--- src/hw/rtl/lcre_pkg.sv ---
package lcre_pkg;

    // Field widths of the byte stream and of the run count.
    localparam int SYM_W = 8;
    localparam int CNT_W = 6;
    localparam int DIG_W = 4;
    // Wide enough for 63 * 10 + 9.
    localparam int SUM_W = 10;

    typedef logic [SYM_W-1:0] t_sym;
    typedef logic [CNT_W-1:0] t_cnt;
    typedef logic [SUM_W-1:0] t_sum;

    // Character codes of the encoded stream.
    localparam t_sym CH_A   = 8'h61;
    localparam t_sym CH_Z   = 8'h7A;
    localparam t_sym CH_SEP = 8'h2D;
    localparam t_sym CH_0   = 8'h30;
    localparam t_sym CH_9   = 8'h39;

endpackage

--- src/hw/rtl/lcre_in_if.sv ---
interface lcre_in_if import lcre_pkg::*; ();
    logic valid;
    logic ready;
    t_sym symbol;
    logic end_of_sequence;

    modport source (output valid, output symbol, output end_of_sequence, input ready);
    modport sink   (input valid, input symbol, input end_of_sequence, output ready);
endinterface

--- src/hw/rtl/lcre_out_if.sv ---
interface lcre_out_if import lcre_pkg::*; ();
    logic valid;
    logic ready;
    t_sym letter;
    logic last_of_run;

    modport source (output valid, output letter, output last_of_run, input ready);
    modport sink   (input valid, input letter, input last_of_run, output ready);
endinterface

--- src/hw/rtl/letter_count_run_expander_unit.sv ---
// Run-length expander for a byte stream of the form letter, count, '-', ...
// i_in carries one byte (symbol) and an end_of_sequence flag per item.
// Lower-case letters set the run letter, decimal digits build the count
// (saturating at MAX_RUN), and a '-' or a non-letter byte flagged
// end_of_sequence releases the run: o_out then carries the letter once per
// count, with last_of_run set on the final copy. Other bytes are ignored.
// A releasing item with a nonzero count puts the sequencer into its emit
// state, which loads the first copy into the output register. i_in.ready
// stays low until the last copy is loaded, one copy a cycle through the
// single output register while the receiver takes them; after any other
// item i_in.ready stays high. The count update and the copy down-counter
// share one adder, so one item is in work at a time. When the receiver
// stalls, the copy in the output register holds and the down-counter waits;
// the next item may be accepted while the final copy still waits to be taken.
// Reset (synchronous, active low) clears the run letter, the count, the
// sequencer and the output valid flag.
module letter_count_run_expander_unit import lcre_pkg::*; #(
    parameter int MAX_RUN = 63
) (
    input  logic       i_clk,
    input  logic       i_rst_n,
    lcre_in_if.sink    i_in,
    lcre_out_if.source o_out
);

    localparam t_cnt MAX_RUN_C = CNT_W'(MAX_RUN);

    typedef enum logic {
        S_IDLE,
        S_EMIT
    } t_state;

    t_state r_state;
    t_sym   r_run_letter;
    t_cnt   r_run_count;
    t_cnt   r_remain;
    logic   r_out_valid;
    t_sym   r_out_letter;
    logic   r_out_last;

    logic             acc_in;
    logic             is_letter;
    logic             is_sep;
    logic             is_digit;
    logic             emit;
    logic             out_free;
    logic             n_out_valid;
    logic [DIG_W-1:0] digit;
    t_sum             times10;
    t_sum             op_a;
    t_sum             op_b;
    t_sum             sum;
    t_cnt             sat_count;
    t_cnt             n_run_count;

    // Decode the incoming byte.
    assign acc_in    = i_in.valid && i_in.ready;
    assign is_letter = (i_in.symbol >= CH_A) && (i_in.symbol <= CH_Z);
    assign is_sep    = (i_in.symbol == CH_SEP);
    assign is_digit  = (i_in.symbol >= CH_0) && (i_in.symbol <= CH_9);
    assign digit     = DIG_W'(i_in.symbol - CH_0);
    assign emit      = is_sep || (!is_letter && i_in.end_of_sequence);
    assign out_free  = !r_out_valid || o_out.ready;

    // The output register is loaded with a new copy, or keeps a copy not yet taken.
    assign n_out_valid = ((r_state == S_EMIT) && out_free) || (r_out_valid && !o_out.ready);

    // Shared adder: count * 10 + digit while idle, copy counter minus one while emitting.
    assign times10 = (SUM_W'(r_run_count) << 3) + (SUM_W'(r_run_count) << 1);

    always_comb begin
        if (r_state == S_EMIT) begin
            op_a = SUM_W'(r_remain);
            op_b = '1;
        end else begin
            op_a = times10;
            op_b = SUM_W'(digit);
        end
    end

    assign sum         = op_a + op_b;
    assign sat_count   = (sum > SUM_W'(MAX_RUN_C)) ? MAX_RUN_C : sum[CNT_W-1:0];
    assign n_run_count = is_digit ? sat_count : r_run_count;

    // Sequencer, run state and output register.
    always_ff @(posedge i_clk) begin
        if (!i_rst_n) begin
            r_state      <= S_IDLE;
            r_run_letter <= '0;
            r_run_count  <= '0;
            r_remain     <= '0;
            r_out_valid  <= 1'b0;
        end else begin
            r_out_valid <= n_out_valid;
            unique case (r_state)
                S_IDLE: begin
                    if (acc_in) begin
                        if (is_letter) begin
                            r_run_letter <= i_in.symbol;
                        end
                        if (emit) begin
                            r_run_count <= '0;
                            if (n_run_count != '0) begin
                                r_remain <= n_run_count;
                                r_state  <= S_EMIT;
                            end
                        end else begin
                            r_run_count <= n_run_count;
                        end
                    end
                end
                S_EMIT: begin
                    if (out_free) begin
                        r_out_letter <= r_run_letter;
                        r_out_last   <= (r_remain == CNT_W'(1));
                        r_remain     <= sum[CNT_W-1:0];
                        if (r_remain == CNT_W'(1)) begin
                            r_state <= S_IDLE;
                        end
                    end
                end
                default: begin
                    r_state <= S_IDLE;
                end
            endcase
        end
    end

    assign i_in.ready        = (r_state == S_IDLE);
    assign o_out.valid       = r_out_valid;
    assign o_out.letter      = r_out_letter;
    assign o_out.last_of_run = r_out_last;

    // The copy counter never sits at zero while a run is being emitted.
    assert property (@(posedge i_clk) disable iff (!i_rst_n)
        (r_state == S_EMIT) |-> (r_remain != '0))
        else $error("copy counter is zero during emit");

    // The accumulated count never exceeds the saturation limit.
    assert property (@(posedge i_clk) disable iff (!i_rst_n)
        (r_run_count <= MAX_RUN_C))
        else $error("run count above limit");

    // A separator with a nonzero count starts emitting and clears the count.
    assert property (@(posedge i_clk) disable iff (!i_rst_n)
        (acc_in && is_sep && (r_run_count != '0))
            |=> ((r_state == S_EMIT) && (r_run_count == '0)))
        else $error("separator did not start a run");

    // Each copy loaded into the output register carries the run letter.
    assert property (@(posedge i_clk) disable iff (!i_rst_n)
        ((r_state == S_EMIT) && out_free) |=> (r_out_valid && (r_out_letter == r_run_letter)))
        else $error("copy not loaded with run letter");

endmodule

--- src/flat_wrapper.sv ---
// flat-port wrapper written by rule: the top's interface ports become plain ports
module letter_count_run_expander_unit_flat import lcre_pkg::*;
#(
    parameter int MAX_RUN = 63
)
  (i_clk, i_rst_n, i_in_valid, i_in_symbol, i_in_end_of_sequence, i_in_ready, o_out_valid, o_out_letter, o_out_last_of_run, o_out_ready);
  lcre_in_if i_in_i ();
  lcre_out_if o_out_i ();
  input  logic i_clk;
  input  logic i_rst_n;
  input wire logic [$bits(i_in_i.valid)-1:0] i_in_valid;
  input wire logic [$bits(i_in_i.symbol)-1:0] i_in_symbol;
  input wire logic [$bits(i_in_i.end_of_sequence)-1:0] i_in_end_of_sequence;
  output wire logic [$bits(i_in_i.ready)-1:0] i_in_ready;
  output wire logic [$bits(o_out_i.valid)-1:0] o_out_valid;
  output wire logic [$bits(o_out_i.letter)-1:0] o_out_letter;
  output wire logic [$bits(o_out_i.last_of_run)-1:0] o_out_last_of_run;
  input wire logic [$bits(o_out_i.ready)-1:0] o_out_ready;
  assign i_in_i.valid = i_in_valid;
  assign i_in_i.symbol = i_in_symbol;
  assign i_in_i.end_of_sequence = i_in_end_of_sequence;
  assign i_in_ready = i_in_i.ready;
  assign o_out_valid = o_out_i.valid;
  assign o_out_letter = o_out_i.letter;
  assign o_out_last_of_run = o_out_i.last_of_run;
  assign o_out_i.ready = o_out_ready;
  letter_count_run_expander_unit #(.MAX_RUN(MAX_RUN)) u_core (.i_clk(i_clk), .i_rst_n(i_rst_n), .i_in(i_in_i), .o_out(o_out_i));
endmodule
--- config.mk ---
export PLATFORM = sky130hd
export DESIGN_NAME = letter_count_run_expander_unit_flat
export DESIGN_NICKNAME = d
export VERILOG_FILES = /design/src/hw/rtl/lcre_pkg.sv /design/src/hw/rtl/lcre_in_if.sv /design/src/hw/rtl/lcre_out_if.sv /design/src/hw/rtl/letter_count_run_expander_unit.sv /design/src/flat_wrapper.sv
export SDC_FILE = /design/constraint.sdc
export NUM_CORES = 1
export LEC_CHECK = 0
export BUFFER_PORTS_ARGS = -buffer_cell sky130_fd_sc_hd__buf_4
export CORE_AREA = 2 2 62 64
export DETAILED_ROUTE_END_ITERATION = 6
export DIE_AREA = 0 0 64 66
export PLACE_DENSITY = 0.72
export SLEW_MARGIN = 30
export SYNTH_ARGS = -nofsm -noshare
export SYNTH_HDL_FRONTEND = slang
export SYNTH_SLANG_ARGS = --single-unit
--- constraint.sdc ---
create_clock -name i_clk -period 10.3 [get_ports i_clk]
set_clock_uncertainty 0.15 [all_clocks]
set_input_delay 2.06 -clock i_clk [delete_from_list [all_inputs] [get_ports i_clk]]
set_output_delay 2.06 -clock i_clk [all_outputs]
set_load 0.02 [all_outputs]
==> results of run 1 <==
report_power, final:
part	total [uW]	internal, uW	switching, uW
clock network	89.5	49.9	39.6
logic	33.8	14.0	19.8
registers	131	127	3.11
total	254	191	62.5
Yosys cell counts (3+ instances only):
library cell / count / area share
a21o_1: 3 / 0.012
a21oi_1: 12 / 0.033
a31oi_1: 3 / 0.010
and3_1: 4 / 0.014
clkbuf_1: 4 / 0.0083
dfxtp_1: 22 / 0.24
edfxtp_1: 9 / 0.15
ha_1: 7 / 0.048
inv_1: 5 / 0.010
mux2_2: 3 / 0.019
mux2i_1: 10 / 0.055
nand2_1: 13 / 0.027
nor2_1: 33 / 0.068
nor2b_1: 3 / 0.010
nor3_1: 7 / 0.019
nor4_1: 3 / 0.010
o21ai_0: 3 / 0.0083
o221ai_1: 5 / 0.024
o22ai_1: 3 / 0.010
o31a_1: 4 / 0.019
or2_2: 4 / 0.014
xor2_1: 4 / 0.019
routing by layer:
metal / global-route usage / vias up
li1: - / 808
met1: 0.304 / 734
met2: 0.323 / 54
met3: 0.0460 / 7
met4: 0.0815 / 0
met5: 0 / -
state kept, by name, summed over array words and instances, names as in the netlist:
register	count
u_core.r_run_count	6
u_core.o_out.last_of_run	1
u_core.r_run_letter	8
u_core.o_out.valid	1
u_core.r_state	1
u_core.o_out.letter	8
u_core.r_remain	6
worst min path at each step:
stage | endpoint | slack [ps] | cells past startpoint
3_5_place_dp | u_core.o_out.letter[0] | 270 | 0
2_1_floorplan | u_core.r_run_letter[7] | 260 | 2
3_3_place_gp | u_core.o_out.letter[7] | 260 | 0
6_report | u_core.o_out.letter[4] | 290 | 0
4_1_cts | u_core.o_out.letter[0] | 290 | 0
5_1_grt | u_core.o_out.letter[3] | 320 | 0
metrics by stage:
| stage | hold WS (ps) | cell area (um2) | setup slack [ps] | power, uW | instances |
|---|---|---|---|---|---|
| after floorplan | 257 | 1810 | 5520 | 155 | 200 |
| after global placement | 263 | 2030 | 5160 | 167 | 267 |
| after detailed placement | 268 | 2030 | 5060 | 167 | 267 |
| after CTS | 292 | 2110 | 5360 | 256 | 275 |
| after global routing | 317 | 2110 | 5230 | 267 | 275 |
| final | 295 | 2110 | 5350 | 254 | 275 |
cells by family after synthesis:
family	synth area share
compound gates	0.186
xor+xnor	0.0241
fa+ha+maj	0.0703
buf+inv	0.0228
flops	0.392
mux	0.0738
simple gates	0.232
area by class of cell:
cell class | count | area (um2) | area share
clock buffers | 5 | 37.5 | 0.0178
clock inverters | 3 | 38.8 | 0.0184
inverters | 5 | 18.8 | 0.00890
multi-input cells | 159 | 1060 | 0.504
flip-flops and latches | 31 | 711 | 0.337
well taps | 48 | 60.1 | 0.0285
repair buffers | 24 | 180 | 0.0855
==> flow_summary.yaml, run 1 <==
pwr:
  power_density_nw_per_um2: 120
  max-vdd-ir-drop_mv: 0.0878
  p_leak_uw: 0.000890
cts:
  root_buffer: "clkbuf_4"
  htree_levels: 2
  postCtsSetupRepairBufs: 0
  ctsResizeCount: 0
  clockBufferDepth: 2
  cts.clk_slew.worst_paths_ps: 90
  cts_sinks: 31
  postCtsHoldBufs: 0
  cts_tree: "yes"
  insertion_delay_ps: 330
  cts_made_buffers: 5
timing:
  finalHoldViolCount: 0
  period_share: 0.480
  rsz0062_at_grt: "false"
  report.final.slew_viol_count: 0
  relSlewSlack: 0.514
  tightest_slew_ps: 727
  tns_ps: 0
  setup_violations: 0
  period_needed_ps: 4950
  fmax_mhz: 202
final_layout:
  layout_common_cells: "nor2_1, buf_4, dfxtp_1, nand2_1, a21oi_1"
  nets: 248
  final_common_cell: "nor2_1"
  syn2layout_area_growth_pct: 16.2
  fill_cells: 314
  drive_gt1_frac: 0.194
  post-route-util: 0.594
  diodes: 0
setup_path:
  crit_chain: "buf_4, or2_2, fa_1, a21o_1, a21oi_1, xor2_1, or4_1, o31ai_1, a31o_2, and3_1, mux2i_1"
  crit_path_end_kind: "flop"
  path_class: "in -> reg"
  cp-startpoint: "i_in_symbol[1]"
  arrival_ps: 5060
  critPathRequiredTime_ps: 10410
  r2r-end: "u_core.r_remain[5]"
  r2r_slack_ps: 6330
  cp-start-kind: "input port"
  critPathTopFamily: "simple AND/OR/NAND/NOR gates"
  path_buf_inv: 1
  cp_max_fo: 5
  slowest_stage: "fa_1"
  endpoint: "u_core.r_remain[5]"
  r2r-start: "u_core.r_state"
  reg2reg_depth: 10
  worst_path_largest_cell_delay_ps: 480
  path_depth: 11
run:
  drv_cap: 0
routing:
  wl_met1_um: 1890
  final_antenna_net_count: 0
  met3_length_um: 329
  via_per_inst: 5.83
  firstDrtPassIters: 4
  drtIter0Drc: 90
  post-route-drc-count: 0
  topRoutingLayerUsed: "met4"
  vias: 1603
  wl_per_cell_um: 14.7
  wl_um: 4030
  wl_met2_um: 1750
synthesis:
  async_flop_share: 0
  synth_flop_cell: "dfxtp_1"
  yosysSeqAreaShare: 0.392
  syn_avg_cell_area_um2: 9.07
  synth_cell_type_count: 49
  synth-edff-count: 9
  synthCells: 200
  yosys_warnings: 0
  netlist_area_um2: 1810
  ys_seq_elements: 31
  syn_nets: 222
grt:
  grt_pass1_vias: 1465
  grt-ovfl-total: 0
  antenna_found_initial: 0
  grt_usage: 0.216
  grt_pass1_wl_um: 6960
  grt_max_degree: 24
floorplanning:
  die_h_um: 66
  core_um2: 3550
  die-width_um: 64
  start_util: 0.511
  die_area_um2: 4220
  pin_count: 24
  fp-row-count: 22
placement:
  numPortBuffers: 23
  gp_congestion: 0.889
  dp_hpwl_um: 3030
min_path:
  min-delay-start: "u_core.r_run_letter[4]"
  hold_class: "reg -> reg"
outcome:
  status: "finished, final reports clean"
(Power assumes the default switching activity.)
==> inputs of run 2 (changes only) <==
--- a/config.mk
+++ b/config.mk
@@ -6,10 +6,10 @@
 export NUM_CORES = 1
 export LEC_CHECK = 0
 export BUFFER_PORTS_ARGS = -buffer_cell sky130_fd_sc_hd__buf_4
-export CORE_AREA = 2 2 62 64
+export CORE_AREA = 2 2 63 65
 export DETAILED_ROUTE_END_ITERATION = 6
-export DIE_AREA = 0 0 64 66
-export PLACE_DENSITY = 0.72
+export DIE_AREA = 0 0 65 67
+export PLACE_DENSITY = 0.73
 export SLEW_MARGIN = 30
 export SYNTH_ARGS = -nofsm -noshare
 export SYNTH_HDL_FRONTEND = slang
==> constraint.sdc (replaced) <==
create_clock -name i_clk -period 4.08 [get_ports i_clk]
set_clock_uncertainty 0.15 [all_clocks]
set_input_delay 0.816 -clock i_clk [delete_from_list [all_inputs] [get_ports i_clk]]
set_output_delay 0.816 -clock i_clk [all_outputs]
set_load 0.02 [all_outputs]
==> run 2 against run 1 <==
- sequential power increased to 2.5 times the previous value
- core utilization increased by 0.38 points
- critical endpoint is now u_core.r_remain[4]
- design area increased by 2.2%
- clock power increased to 3.3 times the previous value
- clock-buffer cell count unchanged
- sequential cell count unchanged
- sequential share of layout area decreased by 0.72 points
- final cell count increased by 0.73%
- non-clock buffer count increased by 2
- total power increased to 2.8 times the previous value
- hold slack got worse by 12 ps
- combinational power increased to 2.7 times the previous value
==> flow_summary.yaml, run 2 (same netlist as run 1, synthesis figures left out) <==
run:
  drv_cap: 0
timing:
  fmax_mhz: 271
  finalHoldViolCount: 0
  tns_ps: 0
  rsz0062_at_grt: "false"
  tightest_slew_ps: 780
  report.final.slew_viol_count: 0
  period_needed_ps: 3690
  setup_violations: 0
  finalWorstSetupSlack_ps: 390
  relSlewSlack: 0.478
  period_share: 0.904
  whs_ps: 283
setup_path:
  cp_max_fo: 5
  path_buf_inv: 1
  crit_path_end_kind: "flop"
  arrival_ps: 3760
  path_class: "in -> reg"
  cp-start-kind: "input port"
  critPathTopFamily: "simple AND/OR/NAND/NOR gates"
  critPathRequiredTime_ps: 4150
  r2r_slack_ps: 520
  slowest_stage: "fa_1"
  worst_path_largest_cell_delay_ps: 480
  r2r-end: "u_core.r_remain[4]"
  crit_chain: "buf_4, or2_2, fa_1, a21o_1, a21oi_1, xor2_1, or4_1, o31ai_1, a31o_2, and3_1, mux2i_1"
  reg2reg_depth: 11
  r2r-start: "u_core.r_state"
routing:
  post-route-drc-count: 0
  vias: 1638
  wl_um: 4150
  final_antenna_net_count: 0
  drtIter0Drc: 122
  firstDrtPassIters: 4
  via_per_inst: 5.91
  wl_per_cell_um: 15.0
placement:
  gp_congestion: 0.884
  numPortBuffers: 23
  dp_hpwl_um: 3090
  preCtsSetupSlack_ps: 130
final_layout:
  syn2layout_area_growth_pct: 18.8
  fill_cells: 333
  diodes: 0
  nets: 250
  final_common_cell: "nor2_1"
  layout_common_cells: "nor2_1, buf_4, dfxtp_1, nand2_1, a21oi_1"
  drive_gt1_frac: 0.201
cts:
  postCtsSetupRepairBufs: 0
  insertion_delay_ps: 290
  cts.clk_slew.worst_paths_ps: 60
  htree_levels: 2
  ctsResizeCount: 0
  root_buffer: "clkbuf_8"
  clockBufferDepth: 2
  postCtsHoldBufs: 0
  cts_tree: "yes"
  cts_sinks: 31
  cts_made_buffers: 5
grt:
  antenna_found_initial: 0
  grt-ovfl-total: 0
  grt_usage: 0.214
  grt_pass1_vias: 1528
  grt_pass1_wl_um: 7020
  grt_max_degree: 15
floorplanning:
  pin_count: 24
  start_util: 0.503
  fp-row-count: 22
  core_um2: 3610
  die_area_um2: 4360
  die-width_um: 65
  die_h_um: 67
outcome:
  status: "finished, final reports clean"
min_path:
  hold_depth: 0
  hold_class: "reg -> reg"
  min-delay-start: "u_core.r_run_letter[6]"
  min_to: "u_core.o_out.letter[6]"
pwr:
  max-vdd-ir-drop_mv: 0.321
  power_density_nw_per_um2: 332
  p_leak_uw: 0.000914
-- run 2: cell count changes in the layout (fill, tap and decap cells not counted), sizes merged --
cell / delta
buf: +2
-- run 2: cell type report --
type	instances	area, um2	share of cell area
tap	48	60.1	0.0279
timing repair buffer	26	195	0.0906
sequential	31	711	0.330
clock inverter	3	38.8	0.0180
inverter	5	18.8	0.00871
multi-input combinational	159	1060	0.493
clock buffer	5	68.8	0.0319
-- run 2: power breakdown --
group          internal [uW]  switching (uW)  leakage [uW]
clock network            179             119     0.0000556
registers                322            5.50      0.000268
logic                   36.8            52.8      0.000591
total                    537             177      0.000914
-- run 2: worst max path at each step --
stage,start,end,cells past startpoint
2_1_floorplan,u_core.r_state,u_core.r_remain[1],13
3_3_place_gp,i_in_symbol[1],u_core.r_remain[4],11
3_5_place_dp,i_in_symbol[1],u_core.r_remain[4],11
4_1_cts,i_in_symbol[1],u_core.r_remain[4],11
5_1_grt,i_in_symbol[1],u_core.r_remain[3],11
6_report,i_in_symbol[1],u_core.r_remain[4],11
-- run 2: worst reg2reg max path, stage by stage, from the launching register on --
cell	delay [ps]
dfxtp_1	400
buf_4	190
mux2_2	340
ha_1	340
a21o_1	140
a21oi_1	100
or4_1	470
o31a_1	280
o31ai_1	270
a31o_2	240
and3_1	340
mux2i_1	220
-- run 2: routing by layer --
layer	part of all wire	up-vias	track usage	wire length, um
met3	0.063	5	0.0456	262
met1	0.47	767	0.289	1930
met5	0	-	0	0
met2	0.46	64	0.334	1910
met4	0.011	0	0.0824	44
li1	-	802	-	-
-- run 2: through the flow --
| stage | area [um2] | power (uW) | utilization | std cells |
|---|---|---|---|---|
| 4_1_cts | 2150 | 718 | 0.598 | 277 |
| 3_5_place_dp | 2050 | 422 | 0.568 | 269 |
| 5_1_grt | 2150 | 740 | 0.598 | 277 |
| 6_report | 2150 | 715 | 0.598 | 277 |
| 3_3_place_gp | 2050 | 422 | 0.568 | 269 |
| 2_1_floorplan | 1810 | 392 | - | 200 |
